### src/hdl/aabb_frustum_cull_top_assert.svh
// Assertion macros for the frustum culling block.
// AFC_ASSERT_IMP checks a same-cycle implication and AFC_ASSERT_NEXT checks a
// next-cycle implication. Both sample on the rising edge of clk and are
// disabled while rst_n is low.
`ifndef AABB_FRUSTUM_CULL_TOP_ASSERT_SVH
`define AABB_FRUSTUM_CULL_TOP_ASSERT_SVH

`ifndef NO_ASSERTIONS
`define AFC_ASSERT_IMP(label, ante, cons) \
    label: assert property (@(posedge clk) disable iff (!rst_n) (ante) |-> (cons)) \
        else $error("frustum cull assertion failed");
`define AFC_ASSERT_NEXT(label, ante, cons) \
    label: assert property (@(posedge clk) disable iff (!rst_n) (ante) |=> (cons)) \
        else $error("frustum cull assertion failed");
`else
`define AFC_ASSERT_IMP(label, ante, cons)
`define AFC_ASSERT_NEXT(label, ante, cons)
`endif

`endif

### src/hdl/afc_pkg.sv
`timescale 1ns / 1ps

package afc_pkg;

    // Defaults for the top-level parameters.
    localparam int PLANE_COUNT_DEF = 6;
    localparam int COORD_BITS_DEF  = 16;

    // Plane register packing: normal x, y, z (Q1.14) then offset (Q8.8).
    localparam int PLANE_BITS  = 64;
    localparam int NORMAL_BITS = 16;
    localparam int NORMAL_FRAC = 14;
    localparam int OFFSET_BITS = 16;

    // Width of the configuration register index; covers up to eight planes.
    localparam int CFG_INDEX_BITS = 3;

    typedef enum logic [1:0] {
        REL_OUTSIDE   = 2'd0,
        REL_INTERSECT = 2'd1,
        REL_INSIDE    = 2'd2,
        REL_INVALID   = 2'd3
    } afc_relation_t;

    // Per-plane verdict handed from a plane lane to the result stage.
    typedef struct packed {
        logic near_pos;    // near corner lies strictly in front of the plane
        logic far_nonneg;  // far corner lies on or in front of the plane
    } afc_plane_flags_t;

endpackage

### src/hdl/afc_plane_lane.sv
`timescale 1ns / 1ps

// One plane of the test: picks the near and far corners, registers the six
// axis products and the offset, then sums and checks the signs.
module afc_plane_lane #(
    parameter int COORD_BITS = afc_pkg::COORD_BITS_DEF
) (
    input  logic                            clk,
    input  logic [afc_pkg::PLANE_BITS-1:0]  plane,
    input  logic [2:0][COORD_BITS-1:0]      box_lo,
    input  logic [2:0][COORD_BITS-1:0]      box_hi,
    output afc_pkg::afc_plane_flags_t       flags
);
    import afc_pkg::*;

    localparam int PROD_W = NORMAL_BITS + COORD_BITS;
    localparam int OFS_W  = OFFSET_BITS + NORMAL_FRAC;
    localparam int ACC_W  = ((PROD_W > OFS_W) ? PROD_W : OFS_W) + 2;

    logic signed [NORMAL_BITS-1:0] normal     [3];
    logic signed [COORD_BITS-1:0]  near_coord [3];
    logic signed [COORD_BITS-1:0]  far_coord  [3];
    logic signed [PROD_W-1:0]      near_prod_next [3];
    logic signed [PROD_W-1:0]      far_prod_next  [3];
    logic signed [PROD_W-1:0]      near_prod_reg  [3];
    logic signed [PROD_W-1:0]      far_prod_reg   [3];
    logic signed [OFFSET_BITS-1:0] offset_reg;
    logic signed [ACC_W-1:0]       offset_term;
    logic signed [ACC_W-1:0]       near_sum;
    logic signed [ACC_W-1:0]       far_sum;

    // A positive normal component takes the box minimum for the near corner;
    // zero or negative takes the maximum.
    always_comb
    begin
        for (int a = 0; a < 3; a++)
        begin
            normal[a] = $signed(plane[a*NORMAL_BITS +: NORMAL_BITS]);
            if (normal[a] > 0)
            begin
                near_coord[a] = $signed(box_lo[a]);
                far_coord[a]  = $signed(box_hi[a]);
            end
            else
            begin
                near_coord[a] = $signed(box_hi[a]);
                far_coord[a]  = $signed(box_lo[a]);
            end
            near_prod_next[a] = normal[a] * near_coord[a];
            far_prod_next[a]  = normal[a] * far_coord[a];
        end
    end

    always_ff @(posedge clk)
    begin
        near_prod_reg <= near_prod_next;
        far_prod_reg  <= far_prod_next;
        offset_reg    <= $signed(plane[PLANE_BITS-1 -: OFFSET_BITS]);
    end

    // The offset is Q8.8 and the products Q.22, so it is scaled up by the
    // fraction width of the normal before it joins the sum.
    always_comb
    begin
        offset_term = ACC_W'(offset_reg) <<< NORMAL_FRAC;
        near_sum = ACC_W'(near_prod_reg[0]) + ACC_W'(near_prod_reg[1])
                 + ACC_W'(near_prod_reg[2]) + offset_term;
        far_sum  = ACC_W'(far_prod_reg[0]) + ACC_W'(far_prod_reg[1])
                 + ACC_W'(far_prod_reg[2]) + offset_term;
        flags.near_pos   = !near_sum[ACC_W-1] && (near_sum != '0);
        flags.far_nonneg = !far_sum[ACC_W-1];
    end

endmodule

### config.mk
export PLATFORM = sky130hd
export DESIGN_NAME = afc_plane_lane
export DESIGN_NICKNAME = d
export VERILOG_FILES = /design/src/hdl/aabb_frustum_cull_top_assert.svh /design/src/hdl/afc_pkg.sv /design/src/hdl/afc_plane_lane.sv
export SDC_FILE = /design/constraint.sdc
export NUM_CORES = 2
export LEC_CHECK = 0
export BUFFER_PORTS_ARGS = -buffer_cell sky130_fd_sc_hd__buf_4
export CAP_MARGIN = 30
export CELL_PAD_IN_SITES_DETAIL_PLACEMENT = 2
export CELL_PAD_IN_SITES_GLOBAL_PLACEMENT = 2
export CORE_MARGIN = 2
export CORE_UTILIZATION = 47
export CTS_CLUSTER_SIZE = 12
export DETAILED_ROUTE_END_ITERATION = 8
export PLACE_DENSITY_LB_ADDON = 0.1
export SYNTH_ARGS = -nofsm -noshare
export SYNTH_HDL_FRONTEND = slang
export SYNTH_SLANG_ARGS = --single-unit
### constraint.sdc
create_clock -name clk -period 19.2 [get_ports clk]
set_input_delay 0.96 -clock clk [delete_from_list [all_inputs] [get_ports clk]]
set_output_delay 0.96 -clock clk [all_outputs]
set_load 0.05 [all_outputs]
==> results.rst <==
.. list-table::
   :header-rows: 1

   * - Metric
     - Value
   * - Synth-to-layout area growth
     - 5.75%
   * - Proportion of synthesized flip-flops having asynchronous set or reset
     - 0
   * - Final critical-path share of the clock period
     - 0.481
   * - Total buffers and inverters traversed by the critical path
     - 5
   * - Total half-perimeter wirelength after legalization and detailed placement
     - between 200 and 250 mm
   * - Startpoint of the most critical hold path
     - plane[53]
   * - Via count
     - 50300
   * - 1st-pass router iterations
     - 5
   * - TritonCTS clock tree
     - built
   * - Final layout net count
     - ~9700
   * - Largest incremental delay on the critical path
     - approximately 0.83 ns
   * - Final min period
     - ~9 ns
   * - Crit start category
     - input pin
   * - Die area
     - 0.150 mm^2
   * - Vias in the first global route
     - between 60000 and 70000
   * - Actual slew at the worst max-slew pin
     - around 1.1 ns
   * - Endpoint class of the critical path
     - flip-flop
   * - Hold Crit Depth
     - 1
   * - Gate count of the mapped netlist
     - about 7300
   * - Floorplan Core Area
     - roughly 0.15 mm^2
   * - Number of antenna violations at the first check in global routing
     - 11
   * - Register clock-pin slew on the reported worst setup and hold paths
     - around 0.060 ns
   * - Wire length reported by the detailed router
     - 242 mm
   * - Relative max-transition margin
     - 0.283
   * - Type of the worst min-delay path
     - in -> reg
   * - Setup Crit Path Kind
     - in -> reg
   * - Peak fanout along the critical path
     - 33
   * - Initial cell density of the core
     - 0.474
   * - Wire length of the first global-routing pass
     - ~380 mm
   * - Deepest level of the CTS H-tree
     - 1
   * - # hold bufs at CTS
     - 0
   * - DIE HEIGHT
     - slightly below 400 um
   * - Fmax
     - roughly 110 MHz
   * - Maximum number of pins on one net before global-route repair
     - 34
   * - Cell type with the highest occurrence count on the critical path
     - sky130_fd_sc_hd__fa_1
   * - Number of setup buffers added after CTS
     - 0
   * - Weighted congestion at the end of routability-driven global placement
     - 0.874
   * - EDFF count, synth
     - 0
   * - MaxCap Viol Count
     - 0
   * - Horiz. Die Dim
     - around 390 um
   * - Vias per std cell
     - between 5 and 6
   * - Post-synthesis cell area
     - between 0.06 and 0.07 mm^2
   * - Clock tree root driver cell
     - sky130_fd_sc_hd__clkbuf_16
   * - Run status
     - completed
   * - Arrival time reported for the critical path endpoint
     - 9.72 ns
   * - Worst EP required
     - roughly 20 ns
   * - Unrepaired setup endpoints after global routing
     - false
   * - Per-instance average area after synthesis
     - ~9.4 um^2
   * - Final Hold Violating Endpoints
     - 0
   * - Count of instances resized after the clock tree is built
     - 0
   * - Iter 0 DRT Violations
     - between 2000 and 2500
   * - Syn nets
     - between 9000 and 10000
   * - Number of warning messages in the yosys log
     - 0
   * - Share of post-route cells with drive strength above 1
     - 0.0524
   * - Most common flop cell mapped by yosys
     - sky130_fd_sc_hd__dfxtp_1
   * - Post-route ant nets
     - 0
   * - Number of remaining DRC errors
     - 0
   * - Site row count
     - 140
   * - Overall overflow remaining after global route
     - 0
   * - Aggregate negative setup slack
     - 0 ns
   * - Max Root-Sink Buffers
     - 3
   * - Port Buffer Count
     - 162
   * - GRT Resource Usage Total
     - 0.331
   * - CTS Buf Count
     - 27
   * - Ports placed on the boundary
     - between 150 and 200
   * - DR WL/cell
     - roughly 26 um
   * - Sink count of the clock tree
     - 208
   * - Cell with the largest stage delay on the worst path
     - sky130_fd_sc_hd__a2111oi_0
   * - Hold path endpoint
     - offset_reg[5]$_DFF_P_
   * - Final setup viols
     - 0
   * - Top cell family by delay on the critical path
     - adder cells
   * - Sequential share of the synthesized area
     - 0.0602
   * - Yosys cell types
     - 88
   * - Flip-flop and latch count after synthesis
     - between 200 and 250
   * - Number of max-slew violations in the final report
     - 0
-- cells in the mapped netlist, drive strengths merged (20+ instances only) --
cell    instances  area (um^2)
inv          1835         6890
fa           1676        33600
nand2         707         2660
ha            577         7220
nor2b         468         2930
and2          322         2010
clkbuf        255          957
dfxtp         208         4160
xnor2         171         1500
a21oi         168          841
nor2          156          586
o21ai          89          445
a21o           87          656
nand2b         73          457
xor2           61          534
mux2           60          676
mux2i          44          444
or2            32          200
nor3           30          150
o21bai         30          225
nand3          26          130
and3           25          158
a211oi         21          168
o21a           20          150
-- metal layers --
metal,global-route usage,up-vias,wire length (um)
li1,-,21500,-
met1,0.397,27200,94900
met2,0.613,1121,129000
met3,0.0379,469,9730
met4,0.109,10,9130
met5,0,-,71
-- final cells by class --
| cell class | count | area [um^2] |
|---|---|---|
| Fill cell | 15400 | 72700 |
| Multi-Input combinational cell | 5024 | 57200 |
| Inverter | 1835 | 6890 |
| Sequential cell | 208 | 4160 |
| Tap cell | 1917 | 2400 |
| Timing Repair Buffer | 210 | 1620 |
| Clock buffer | 34 | 762 |
| Clock inverter | 12 | 116 |
| Antenna cell | 3 | 7.51 |
-- kinds of logic after synthesis --
family	share of synthesized area
DFF	0.0602
and+or+nand+nor	0.141
xor gates and xnor gates	0.0294
muxes	0.0162
adders and majority gates	0.589
AOI/OAI and AO/OA	0.0497
buffers and inverters	0.114
-- placed cells by master (no fill, tap or decap), types with 60 or more instances in the layout --
master	n
sky130_fd_sc_hd__a21oi_1	168
sky130_fd_sc_hd__nand2b_1	73
sky130_fd_sc_hd__a21o_1	85
sky130_fd_sc_hd__ha_1	577
sky130_fd_sc_hd__buf_4	207
sky130_fd_sc_hd__dfxtp_1	208
sky130_fd_sc_hd__nand2_1	706
sky130_fd_sc_hd__xor2_1	61
sky130_fd_sc_hd__and2_1	321
sky130_fd_sc_hd__xnor2_1	171
sky130_fd_sc_hd__nor2b_1	467
sky130_fd_sc_hd__o21ai_0	86
sky130_fd_sc_hd__inv_1	1835
sky130_fd_sc_hd__nor2_1	156
sky130_fd_sc_hd__mux2_2	60
sky130_fd_sc_hd__fa_1	1676
-- how the worst max path moves through the flow --
stage                          from  cells after the start                   endpoint  slack [ns]
after global routing      plane[36]                     25  near_prod_reg[28]$_DFF_P_        9.65
after global placement    plane[40]                     24  near_prod_reg[28]$_DFF_P_        9.64
after detailed placement  plane[22]                     23   far_prod_reg[63]$_DFF_P_        9.48
after CTS                  plane[9]                     26   far_prod_reg[95]$_DFF_P_        9.98
final                     plane[36]                     25  near_prod_reg[28]$_DFF_P_        9.96
after floorplan           plane[20]                     28   far_prod_reg[63]$_DFF_P_       10.91
-- metrics by stage --
stage | utilization | setup WS [ns] | std cells | hold slack [ns] | instance area [um^2]
floorplan | - | 10.91 | 7328 | 0.988 | 69200
global placement | 0.495 | 9.64 | 9186 | 1.07 | 72200
detailed placement | 0.495 | 9.48 | 9193 | 1.07 | 72300
CTS | 0.502 | 9.98 | 9239 | 0.473 | 73200
global route | 0.502 | 9.65 | 9240 | 0.478 | 73200
finish | 0.502 | 9.96 | 9243 | 0.499 | 73200
Power is left out: the tool's default activity adds up to more than one toggle a clock period on the data nets, which glitch-free logic cannot reach.
